`src/depth_row_noise_classifier_defines.svh`:
```
// ----------------------------------------------------------------------------
// depth row noise classifier assertion macros
// shared checks, written against clk and arst_n of the including module
// ----------------------------------------------------------------------------
`ifndef DEPTH_ROW_NOISE_CLASSIFIER_DEFINES_SVH
`define DEPTH_ROW_NOISE_CLASSIFIER_DEFINES_SVH

// antecedent true implies consequent in the same cycle
`define DRNC_ASSERT_IMPL(lbl, ante, cons) \
	lbl: assert property (@(posedge clk) disable iff (!arst_n) (ante) |-> (cons)) \
		else $error("drnc implication violated");

// condition never holds
`define DRNC_ASSERT_NEVER(lbl, cond) \
	lbl: assert property (@(posedge clk) disable iff (!arst_n) !(cond)) \
		else $error("drnc forbidden condition");

`endif

```
`src/drnc_pkg.sv`:
```
// ----------------------------------------------------------------------------
// drnc_pkg
// types and constants of the depth row noise classifier
// ----------------------------------------------------------------------------
`default_nettype none

package drnc_pkg;

	localparam int DEPTH_W     = 16;
	localparam int ROW_W       = 10;
	localparam int SUM_W       = 28;
	localparam int RUN_W       = 12;
	localparam int NOISY_W     = 11;
	localparam int CFG_IDX_W   = 3;
	localparam int CFG_DATA_W  = 28;
	localparam int QUEUE_DEPTH = 4;
	localparam int QPTR_W      = $clog2(QUEUE_DEPTH);

	localparam logic [SUM_W-1:0]   SUM_MAX   = '1;
	localparam logic [RUN_W-1:0]   RUN_MAX   = '1;
	localparam logic [NOISY_W-1:0] NOISY_MAX = '1;

	typedef enum logic [CFG_IDX_W-1:0] {
		CFG_ENABLE          = 3'd0,
		CFG_STEP_LIMIT      = 3'd1,
		CFG_RUN_LIMIT       = 3'd2,
		CFG_ROW_SUM_LIMIT   = 3'd3,
		CFG_NOISY_RUN_LIMIT = 3'd4,
		CFG_EXTRA_ROWS      = 3'd5
	} cfg_index_t;

	typedef struct packed {
		logic               enable;
		logic [DEPTH_W-1:0] step_limit;
		logic [RUN_W-1:0]   run_limit;
		logic [SUM_W-1:0]   row_sum_limit;
		logic [ROW_W-1:0]   noisy_run_limit;
		logic [ROW_W-1:0]   extra_rows;
	} cfg_t;

	// summary of one finished row, handed from front to back
	typedef struct packed {
		logic [SUM_W-1:0] row_sum;
		logic             row_stopped;
		logic             eof;
		logic             enable;
	} row_rec_t;

	typedef struct packed {
		logic              full;
		logic              empty;
		logic [QPTR_W:0]   count;
	} queue_stat_t;

endpackage

`default_nettype wire

```
`src/drnc_stream_if.sv`:
```
// ----------------------------------------------------------------------------
// drnc stream interfaces
// pixel request channel and row result channel, valid/ready handshake
// ----------------------------------------------------------------------------
`default_nettype none

interface drnc_pix_if;
	logic                        valid;
	logic                        ready;
	logic [drnc_pkg::DEPTH_W-1:0] depth_mm;
	logic                        end_of_row;
	logic                        end_of_frame;

	modport source(output valid, depth_mm, end_of_row, end_of_frame, input ready);
	modport sink(input valid, depth_mm, end_of_row, end_of_frame, output ready);
endinterface

interface drnc_row_if;
	logic                      valid;
	logic                      ready;
	logic [drnc_pkg::ROW_W-1:0] row_number;
	logic                      row_blank;
	logic                      cut_found;
	logic [drnc_pkg::ROW_W-1:0] cut_start_row;
	logic                      last;

	modport source(output valid, row_number, row_blank, cut_found, cut_start_row, last,
		input ready);
	modport sink(input valid, row_number, row_blank, cut_found, cut_start_row, last,
		output ready);
endinterface

`default_nettype wire

```
`src/drnc_front.sv`:
```
// ----------------------------------------------------------------------------
// drnc_front
// per-pixel analysis, pushes one summary per finished row
// ----------------------------------------------------------------------------
`default_nettype none

module drnc_front import drnc_pkg::*; #(
	parameter int DEPTH_BITS = 16
) (
	input  logic     clk,
	input  logic     arst_n,
	input  cfg_t     cfg,
	drnc_pix_if.sink pixels,
	input  logic     push_ready,
	output logic     push,
	output row_rec_t push_rec
);

	logic [DEPTH_BITS-1:0] prev_q;
	logic                  have_prev_q;
	logic [SUM_W-1:0]      sum_q;
	logic [RUN_W-1:0]      run_q;
	logic                  stopped_q;

	logic                  accept;
	logic                  row_end;
	logic [DEPTH_BITS-1:0] depth;
	logic                  px_valid;
	logic [DEPTH_BITS:0]   diff;
	logic                  neg;
	logic [DEPTH_BITS-1:0] mag;
	logic [SUM_W:0]        sum_add;
	logic [SUM_W-1:0]      sum_n;
	logic [RUN_W-1:0]      run_n;
	logic                  stopped_n;

	assign pixels.ready = push_ready;
	assign accept       = pixels.valid && pixels.ready;
	assign row_end      = pixels.end_of_row || pixels.end_of_frame;
	assign depth        = pixels.depth_mm[DEPTH_BITS-1:0];
	assign px_valid     = (depth != '0);

	// signed left minus right, one bit wider than the depth
	assign diff    = {1'b0, prev_q} - {1'b0, depth};
	assign neg     = diff[DEPTH_BITS];
	assign mag     = neg ? DEPTH_BITS'(-diff) : diff[DEPTH_BITS-1:0];
	assign sum_add = {1'b0, sum_q} + (SUM_W+1)'(mag);

	always_comb begin
		sum_n     = sum_q;
		run_n     = run_q;
		stopped_n = stopped_q;
		if (cfg.enable && px_valid && have_prev_q && !stopped_q) begin
			sum_n = sum_add[SUM_W] ? SUM_MAX : sum_add[SUM_W-1:0];
			if (!neg && (16'(mag) > cfg.step_limit) && (run_q != RUN_MAX))
				run_n = run_q + 1'b1;
			if (neg)
				run_n = '0;
			if (run_n > cfg.run_limit)
				stopped_n = 1'b1;
		end
	end

	assign push                 = accept && row_end;
	assign push_rec.row_sum     = sum_n;
	assign push_rec.row_stopped = stopped_n;
	assign push_rec.eof         = pixels.end_of_frame;
	assign push_rec.enable      = cfg.enable;

	always_ff @(posedge clk or negedge arst_n) begin
		if (!arst_n) begin
			prev_q      <= '0;
			have_prev_q <= 1'b0;
			sum_q       <= '0;
			run_q       <= '0;
			stopped_q   <= 1'b0;
		end else if (accept) begin
			if (row_end) begin
				prev_q      <= '0;
				have_prev_q <= 1'b0;
				sum_q       <= '0;
				run_q       <= '0;
				stopped_q   <= 1'b0;
			end else if (cfg.enable) begin
				prev_q      <= depth;
				have_prev_q <= px_valid;
				sum_q       <= sum_n;
				run_q       <= run_n;
				stopped_q   <= stopped_n;
			end
		end
	end

endmodule

`default_nettype wire

```
`src/drnc_queue.sv`:
```
// ----------------------------------------------------------------------------
// drnc_queue
// short fifo of row summaries between front and back
// ----------------------------------------------------------------------------
`default_nettype none

module drnc_queue import drnc_pkg::*; (
	input  logic        clk,
	input  logic        arst_n,
	input  logic        push,
	input  row_rec_t    push_rec,
	input  logic        pop,
	output row_rec_t    head_rec,
	output queue_stat_t stat
);

	row_rec_t          mem_q [QUEUE_DEPTH];
	logic [QPTR_W-1:0] wr_ptr_q;
	logic [QPTR_W-1:0] rd_ptr_q;
	logic [QPTR_W:0]   count_q;
	logic              do_push;
	logic              do_pop;

	assign stat.count = count_q;
	assign stat.full  = (count_q == (QPTR_W+1)'(QUEUE_DEPTH));
	assign stat.empty = (count_q == '0);
	assign head_rec   = mem_q[rd_ptr_q];
	assign do_push    = push && !stat.full;
	assign do_pop     = pop && !stat.empty;

	always_ff @(posedge clk) begin
		if (do_push)
			mem_q[wr_ptr_q] <= push_rec;
	end

	always_ff @(posedge clk or negedge arst_n) begin
		if (!arst_n) begin
			wr_ptr_q <= '0;
			rd_ptr_q <= '0;
			count_q  <= '0;
		end else begin
			if (do_push)
				wr_ptr_q <= wr_ptr_q + 1'b1;
			if (do_pop)
				rd_ptr_q <= rd_ptr_q + 1'b1;
			if (do_push && !do_pop)
				count_q <= count_q + 1'b1;
			else if (do_pop && !do_push)
				count_q <= count_q - 1'b1;
		end
	end

endmodule

`default_nettype wire

```
`src/drnc_back.sv`:
```
// ----------------------------------------------------------------------------
// drnc_back
// noisy row run tracking, frame cut decision and result register
// ----------------------------------------------------------------------------
`default_nettype none

module drnc_back import drnc_pkg::*; (
	input  logic       clk,
	input  logic       arst_n,
	input  cfg_t       cfg,
	input  logic       rec_valid,
	input  row_rec_t   rec,
	output logic       pop,
	drnc_row_if.source rows
);

	logic [NOISY_W-1:0] noisy_q;
	logic [ROW_W-1:0]   row_q;
	logic               cut_q;
	logic               out_valid_q;
	logic [ROW_W-1:0]   out_row_q;
	logic               out_blank_q;
	logic               out_cut_q;
	logic [ROW_W-1:0]   out_start_q;
	logic               out_last_q;

	logic [NOISY_W-1:0] noisy_n;
	logic               cut_n;
	logic               blank;
	logic               cut_hit;
	logic [ROW_W-1:0]   start;
	logic [RUN_W-1:0]   back_rows;

	assign pop = rec_valid && (!out_valid_q || rows.ready);

	always_comb begin
		noisy_n   = noisy_q;
		cut_n     = cut_q;
		blank     = 1'b0;
		cut_hit   = 1'b0;
		start     = '0;
		back_rows = '0;
		if (!rec.enable) begin
			noisy_n = '0;
			cut_n   = 1'b0;
		end else if (cut_q) begin
			blank = 1'b1;
		end else begin
			if (rec.row_sum > cfg.row_sum_limit) begin
				if (noisy_q != NOISY_MAX)
					noisy_n = noisy_q + 1'b1;
			end else begin
				noisy_n = '0;
			end
			blank = rec.row_stopped;
			if (noisy_n > NOISY_W'(cfg.noisy_run_limit)) begin
				back_rows = RUN_W'(noisy_n - 1'b1) + RUN_W'(cfg.extra_rows);
				start     = (back_rows > RUN_W'(row_q)) ? '0 : row_q - back_rows[ROW_W-1:0];
				cut_hit   = 1'b1;
				blank     = 1'b1;
				cut_n     = 1'b1;
			end
		end
	end

	always_ff @(posedge clk or negedge arst_n) begin
		if (!arst_n) begin
			noisy_q     <= '0;
			row_q       <= '0;
			cut_q       <= 1'b0;
			out_valid_q <= 1'b0;
		end else begin
			if (pop) begin
				out_valid_q <= 1'b1;
				if (rec.eof) begin
					noisy_q <= '0;
					row_q   <= '0;
					cut_q   <= 1'b0;
				end else begin
					noisy_q <= noisy_n;
					row_q   <= row_q + 1'b1;
					cut_q   <= cut_n;
				end
			end else if (rows.ready) begin
				out_valid_q <= 1'b0;
			end
		end
	end

	always_ff @(posedge clk) begin
		if (pop) begin
			out_row_q   <= row_q;
			out_blank_q <= blank;
			out_cut_q   <= cut_hit;
			out_start_q <= start;
			out_last_q  <= rec.eof;
		end
	end

	assign rows.valid         = out_valid_q;
	assign rows.row_number    = out_row_q;
	assign rows.row_blank     = out_blank_q;
	assign rows.cut_found     = out_cut_q;
	assign rows.cut_start_row = out_start_q;
	assign rows.last          = out_last_q;

endmodule

`default_nettype wire

```
`src/depth_row_noise_classifier.sv`:
```
// path: an accepted row-end pixel request writes its row summary into the row queue, then the result register takes it
// throughput: one pixel request per cycle while the row queue is not full; one row result per cycle when rows are taken
// the four-entry row queue lets the pixel side run on while row results are stalled
// reset: arst_n clears all row and frame state and the queue, config returns to defaults
// ----------------------------------------------------------------------------
// depth_row_noise_classifier
// classifies depth rows as noisy and finds the frame cut row from a pixel stream
// ----------------------------------------------------------------------------
`default_nettype none

`include "depth_row_noise_classifier_defines.svh"

module depth_row_noise_classifier import drnc_pkg::*; #(
	parameter int DEPTH_BITS = 16
) (
	input  logic                  clk,
	input  logic                  arst_n,
	drnc_pix_if.sink              pixels,
	drnc_row_if.source            rows,
	input  logic                  wr_en,
	input  logic [CFG_IDX_W-1:0]  wr_index,
	input  logic [CFG_DATA_W-1:0] wr_data
);

	// configuration registers
	cfg_t        cfg_q;

	// front to queue
	logic        push;
	row_rec_t    push_rec;

	// queue to back
	logic        pop;
	row_rec_t    head_rec;
	queue_stat_t q_stat;

	// register writes, unknown indexes are dropped
	always_ff @(posedge clk or negedge arst_n) begin
		if (!arst_n) begin
			cfg_q.enable          <= 1'b1;
			cfg_q.step_limit      <= 16'd200;
			cfg_q.run_limit       <= 12'd10;
			cfg_q.row_sum_limit   <= 28'd100000;
			cfg_q.noisy_run_limit <= 10'd5;
			cfg_q.extra_rows      <= 10'd0;
		end else if (wr_en) begin
			unique case (cfg_index_t'(wr_index))
				CFG_ENABLE:          cfg_q.enable          <= wr_data[0];
				CFG_STEP_LIMIT:      cfg_q.step_limit      <= wr_data[DEPTH_W-1:0];
				CFG_RUN_LIMIT:       cfg_q.run_limit       <= wr_data[RUN_W-1:0];
				CFG_ROW_SUM_LIMIT:   cfg_q.row_sum_limit   <= wr_data[SUM_W-1:0];
				CFG_NOISY_RUN_LIMIT: cfg_q.noisy_run_limit <= wr_data[ROW_W-1:0];
				CFG_EXTRA_ROWS:      cfg_q.extra_rows      <= wr_data[ROW_W-1:0];
				default: ;
			endcase
		end
	end

	// front: per-pixel difference sum and step run, one row summary per row end
	drnc_front #(
		.DEPTH_BITS(DEPTH_BITS)
	) u_front (
		.clk       (clk),
		.arst_n    (arst_n),
		.cfg       (cfg_q),
		.pixels    (pixels),
		.push_ready(!q_stat.full),
		.push      (push),
		.push_rec  (push_rec)
	);

	// row summaries wait here while the result side is stalled
	drnc_queue u_queue (
		.clk     (clk),
		.arst_n  (arst_n),
		.push    (push),
		.push_rec(push_rec),
		.pop     (pop),
		.head_rec(head_rec),
		.stat    (q_stat)
	);

	// back: noisy run count, cut decision, row numbering and result register
	drnc_back u_back (
		.clk      (clk),
		.arst_n   (arst_n),
		.cfg      (cfg_q),
		.rec_valid(!q_stat.empty),
		.rec      (head_rec),
		.pop      (pop),
		.rows     (rows)
	);

	// a cut row is always blanked and its cut never starts after the row itself
	`DRNC_ASSERT_IMPL(a_cut_blanks, rows.valid && rows.cut_found, rows.row_blank)
	`DRNC_ASSERT_IMPL(a_cut_start_le_row, rows.valid && rows.cut_found,
		rows.cut_start_row <= rows.row_number)
	// the queue never reports full and empty together, and never overfills
	`DRNC_ASSERT_NEVER(a_queue_full_empty, q_stat.full && q_stat.empty)
	`DRNC_ASSERT_NEVER(a_push_into_full, push && q_stat.full)

endmodule

`default_nettype wire

```
`src/flat_wrapper.sv`:
```
// flat-port wrapper written by rule: the top's interface ports become plain ports
module depth_row_noise_classifier_flat import drnc_pkg::*;
#(
	parameter int DEPTH_BITS = 16
)
  (clk, arst_n, wr_en, wr_index, wr_data, pixels_valid, pixels_depth_mm, pixels_end_of_row, pixels_end_of_frame, pixels_ready, rows_valid, rows_row_number, rows_row_blank, rows_cut_found, rows_cut_start_row, rows_last, rows_ready);
  drnc_pix_if pixels_i ();
  drnc_row_if rows_i ();
  input  logic clk;
  input  logic arst_n;
  input  logic wr_en;
  input  logic [CFG_IDX_W-1:0] wr_index;
  input  logic [CFG_DATA_W-1:0] wr_data;
  input wire logic [$bits(pixels_i.valid)-1:0] pixels_valid;
  input wire logic [$bits(pixels_i.depth_mm)-1:0] pixels_depth_mm;
  input wire logic [$bits(pixels_i.end_of_row)-1:0] pixels_end_of_row;
  input wire logic [$bits(pixels_i.end_of_frame)-1:0] pixels_end_of_frame;
  output wire logic [$bits(pixels_i.ready)-1:0] pixels_ready;
  output wire logic [$bits(rows_i.valid)-1:0] rows_valid;
  output wire logic [$bits(rows_i.row_number)-1:0] rows_row_number;
  output wire logic [$bits(rows_i.row_blank)-1:0] rows_row_blank;
  output wire logic [$bits(rows_i.cut_found)-1:0] rows_cut_found;
  output wire logic [$bits(rows_i.cut_start_row)-1:0] rows_cut_start_row;
  output wire logic [$bits(rows_i.last)-1:0] rows_last;
  input wire logic [$bits(rows_i.ready)-1:0] rows_ready;
  assign pixels_i.valid = pixels_valid;
  assign pixels_i.depth_mm = pixels_depth_mm;
  assign pixels_i.end_of_row = pixels_end_of_row;
  assign pixels_i.end_of_frame = pixels_end_of_frame;
  assign pixels_ready = pixels_i.ready;
  assign rows_valid = rows_i.valid;
  assign rows_row_number = rows_i.row_number;
  assign rows_row_blank = rows_i.row_blank;
  assign rows_cut_found = rows_i.cut_found;
  assign rows_cut_start_row = rows_i.cut_start_row;
  assign rows_last = rows_i.last;
  assign rows_i.ready = rows_ready;
  depth_row_noise_classifier #(.DEPTH_BITS(DEPTH_BITS)) u_core (.clk(clk), .arst_n(arst_n), .pixels(pixels_i), .rows(rows_i), .wr_en(wr_en), .wr_index(wr_index), .wr_data(wr_data));
endmodule
```
`config.mk`:
```
export PLATFORM = sky130hd
export DESIGN_NAME = depth_row_noise_classifier_flat
export DESIGN_NICKNAME = d
export VERILOG_FILES = /design/src/drnc_pkg.sv /design/src/drnc_stream_if.sv /design/src/drnc_front.sv /design/src/drnc_queue.sv /design/src/drnc_back.sv /design/src/depth_row_noise_classifier.sv /design/src/flat_wrapper.sv
export VERILOG_INCLUDE_DIRS = /design/src /design/src/src
export SDC_FILE = /design/constraint.sdc
export NUM_CORES = 1
export LEC_CHECK = 0
export BUFFER_PORTS_ARGS = -buffer_cell sky130_fd_sc_hd__buf_4
export CAP_MARGIN = 20
export CORE_ASPECT_RATIO = 0.8
export CORE_UTILIZATION = 45
export DETAILED_ROUTE_END_ITERATION = 12
export HOLD_SLACK_MARGIN = 0.1
export PLACE_DENSITY = 0.57
export SETUP_SLACK_MARGIN = 0.1
export SYNTH_ARGS = -nofsm -noshare
export SYNTH_HDL_FRONTEND = slang
export SYNTH_SLANG_ARGS = --single-unit
```
`constraint.sdc`:
```
create_clock -name clk -period 13.88 [get_ports clk]
set_input_delay 2.082 -clock clk [delete_from_list [all_inputs] [get_ports clk]]
set_output_delay 2.082 -clock clk [all_outputs]
set_load 0.01 [all_outputs]
```
==> impl_table.tex <==
\begin{tabular}{lr}
\hline
Metric & Value \\
\hline
\multicolumn{2}{l}{\textbf{Critical path}} \\
Most repeated library cell on the critical path & ha\_1 \\
Register-to-register setup slack & 6.55 ns \\
Arrival time of the worst setup path & 8.15 ns \\
Critical Path Start & pixels\_depth\_mm[0] \\
Max FO, Critical Path & 17 \\
Type of origin of the critical path & input pin \\
Reg-to-Reg Start & u\_core.u\_queue.rd\_ptr\_q[0] \\
Library cell contributing the largest single delay on the critical path & o31a\_1 \\
Worst setup path endpoint & u\_core.u\_front.stopped\_q \\
Stage delay of the slowest cell on the critical path & 0.57 ns \\
Register-to-Register Path Depth & 28 \\
Worst reg2reg endpoint & u\_core.u\_back.rows.cut\_start\_row[0] \\
Critical path required time & 14.27 ns \\
Kind of end point of the critical path & register \\
Type of the worst setup path & input pin to register \\
\multicolumn{2}{l}{\textbf{Route}} \\
Number of detailed-routing iterations run before antenna repair & 5 \\
Vias after detailed routing & 12370 \\
Total wire length after detailed routing & 42.22 mm \\
Number of vias per cell & 5.448 \\
Post-route antenna net violation count & 0 \\
Iteration-0 DRC count of the detailed router & 775 \\
Routed length per placed instance & 18.60 µm \\
Remaining routing DRC violations & 0 \\
\multicolumn{2}{l}{\textbf{Global routing}} \\
Number of global-route vias before repair & 12140 \\
Largest net degree at the start of global routing & 63 \\
Initial antenna violation count & 1 \\
Grt total ovfl & 0 \\
Total track usage & 21.24\% \\
Global-route wire length before repair & 67.13 mm \\
\multicolumn{2}{l}{\textbf{Timing}} \\
Final worst setup slack & 6.119 ns \\
Setup repair after global routing missed its margin & no \\
Worst slew margin relative to its limit & 33.83\% \\
Max Clock Skew & 0.02387 ns \\
Pins over their slew limit & 0 \\
Fmax & 128.8 MHz \\
Period Utilization, post-route & 55.92\% \\
Worst Tran Pin Value & 0.9906 ns \\
Period minus WS final & 7.761 ns \\
Setup TNS after final layout & 0 ns \\
Fin. Hold Viols & 0 \\
Final-report setup violation count & 0 \\
\multicolumn{2}{l}{\textbf{Synth}} \\
Area share of the leading cell type in the synthesized netlist & 24.87\% \\
Top cells by area, synth & edfxtp\_1, dfrtp\_1, ha\_1 \\
Synthesized area & 17750 µm² \\
Top cells by count, synth & inv\_1, dfrtp\_1, edfxtp\_1, ha\_1, nand2\_1 \\
Most used standard cell by instance count after synthesis & inv\_1 \\
Count of state elements after synthesis & 312 \\
Register area share after synthesis & 48.22\% \\
Library cells used by synthesis & 74 \\
Number of enable flip-flop cells after synthesis & 147 \\
Post-synth net total & 1831 \\
Per-instance average area after synthesis & 10.92 µm² \\
Async set-reset flop share out of synthesis & 52.88\% \\
Post-synthesis cell type with the largest combined area & edfxtp\_1 \\
Yosys synthesis warning count & 0 \\
Number of cells produced by synthesis & 1626 \\
Top\_reg\_cell synth & dfrtp\_1 \\
\multicolumn{2}{l}{\textbf{Run status}} \\
Status & complete, no violations \\
\multicolumn{2}{l}{\textbf{Clock network}} \\
CTS tree & yes \\
Hold buffers post-CTS & 0 \\
Clock-pin slew on the worst setup and hold paths & 0.06 ns \\
CTS Buffer Depth & 3 \\
Cell at the root of the clock tree & clkbuf\_16 \\
Buffer count from post-CTS setup fixing & 0 \\
Number of H-tree levels & 2 \\
Worst-skew pair later-pin latency & 0.54 ns \\
Inserted Clock Buffers & 35 \\
Number of gates given a new drive strength after cts & 0 \\
CTS sink count & 312 \\
\multicolumn{2}{l}{\textbf{Place}} \\
Detail Placement HPWL & 30.21 mm \\
Pre-CTS setup slack & 5.565 ns \\
IO Port Bufs & 78 \\
Instance count after placement with tap cells included & 2205 \\
Weighted congestion reported at the end of routability-driven placement & 0.8505 \\
\multicolumn{2}{l}{\textbf{Pwr}} \\
Worst vdd rail ir drop & 0.08241 mV \\
P per Cell Area & 172.2 nW/µm² \\
Power consumption & 3.480 mW \\
Static leakage & 8.717 nW \\
\multicolumn{2}{l}{\textbf{Die}} \\
DIE AREA & 40250 µm² \\
Core outline area & 38520 µm² \\
Floorplan die width & 224.1 µm \\
Core Rows & 64 \\
Starting Density & 46.09\% \\
Num ports & 79 \\
Floorplan die height & 179.7 µm \\
\multicolumn{2}{l}{\textbf{Layout}} \\
Final Net Count & 1920 \\
Fraction of layout instances using a drive strength above 1 & 15.10\% \\
Layout area overhead & 13.81\% \\
Fill cells & 3424 \\
Post-Layout Cell Count & 2270 \\
Number of diodes & 0 \\
\multicolumn{2}{l}{\textbf{Hold path}} \\
Min-delay worst type & register to register \\
\multicolumn{2}{l}{\textbf{Job}} \\
Count of max-cap constraint violations & 0 \\
\hline
\end{tabular}
==> area by class of cell <==
cell class	count	area, µm²	share of cell area [%]
well taps	528	660.6	3.270
inverters	160	600.6	2.973
multi-input cells	1107	8426	41.70
clock buffers	44	909.6	4.502
repair buffers	99	744.5	3.685
clock inverters	20	301.5	1.492
flip-flops and latches	312	8562	42.38
==> cells by family after synthesis <==
kind of cell	share of synthesized area (%)
buffers and inverters	4.391
and+or+nand+nor	11.83
adders and majority gates	10.85
xor gates and xnor gates	4.440
DFF	48.22
muxes	6.914
AOI/OAI and AO/OA	13.35
==> power by group <==
part / switching (mW) / total (mW) / internal, mW
clock network: 0.397 / 0.983 / 0.585
logic: 0.737 / 1.29 / 0.555
registers: 0.0697 / 1.20 / 1.14
==> worst max-delay path: cells and delay by family <==
kind,cells,cell delay [ns]
AND/OR/NAND/NOR,5,0.89
AO/OA/AOI/OAI,12,3.15
adder cells (fa/ha/maj),4,1.21
multiplexers,1,0.22
XOR/XNOR,1,0.20
buffers and inverters,3,0.41
==> worst min path at each step <==
stage | start | end | slack (ns) | cells past startpoint
after CTS | u_core.u_front.prev_q[5] | u_core.u_front.prev_q[5] | 0.49 | 2
final | u_core.u_front.prev_q[5] | u_core.u_front.prev_q[5] | 0.49 | 2
after detailed placement | u_core.u_front.prev_q[11] | u_core.u_front.prev_q[11] | 0.48 | 2
after global placement | u_core.u_front.prev_q[10] | u_core.u_front.prev_q[10] | 0.47 | 2
after floorplan | u_core.u_back.row_q[4] | u_core.u_back.rows.row_number[4] | 0.45 | 0
after global routing | u_core.u_queue.count_q[2] | u_core.u_queue.count_q[2] | 0.51 | 1
==> layout by cell type (no fill, tap or decap), types with 7 or more instances in the layout <==
cell type	synthesis	routed
o22a_1	17	17
clkbuf_1	40	9
nand2_1	140	140
nor4_1	10	10
ha_1	146	146
nand2b_1	10	10
xnor2_1	54	54
buf_4	0	97
or2_2	9	9
o21a_1	19	19
o211ai_1	11	11
edfxtp_1	147	147
mux2_2	44	44
inv_1	159	159
a22o_1	20	20
nand4_1	27	27
nor2b_1	18	18
a21o_1	35	35
nor3_1	23	22
nor2_1	80	80
mux4_2	31	31
a31oi_1	10	10
dfrtp_1	151	150
dfstp_2	14	14
nand3_1	22	22
a21oi_1	72	71
clkbuf_16	0	35
a211oi_1	15	15
o21ai_0	115	115
and3_1	21	21
and4_1	8	8
nor3b_1	8	7
or3_1	8	8
xor2_1	36	36
and2_1	17	17
==> metrics by stage <==
stage | hold slack (ns) | util (%) | instance area (µm²)
after global routing | 0.5095 | 52.46 | 20200
after global placement | 0.4668 | 49.30 | 18990
after detailed placement | 0.4780 | 49.30 | 18990
after CTS | 0.4916 | 52.44 | 20200
final | 0.4857 | 52.46 | 20200
after floorplan | 0.4531 | - | 17750
==> state kept, by name, summed over array words and instances, names as in the netlist, 2 cells and up <==
register                          cells
u_core.cfg_q                         77
u_core.u_back.noisy_q                11
u_core.u_back.row_q                  10
u_core.u_back.rows.cut_start_row     10
u_core.u_back.rows.row_number        10
u_core.u_front.prev_q                16
u_core.u_front.run_q                 12
u_core.u_front.sum_q                 28
u_core.u_queue.count_q                3
u_core.u_queue.mem_q                124
u_core.u_queue.rd_ptr_q               2
u_core.u_queue.wr_ptr_q               2
==> metal layers <==
metal | part of all wire (%) | vias up | wire, µm | global-route usage, %
met5 | 0 | - | 0 | 0
met2 | 43 | 252 | 18170 | 32.19
met4 | 1.4 | 0 | 578 | 4.055
met1 | 50 | 6022 | 21220 | 32.22
met3 | 5.3 | 44 | 2245 | 3.351
li1 | - | 6048 | - | -
Power figures use the tool's default switching activity.
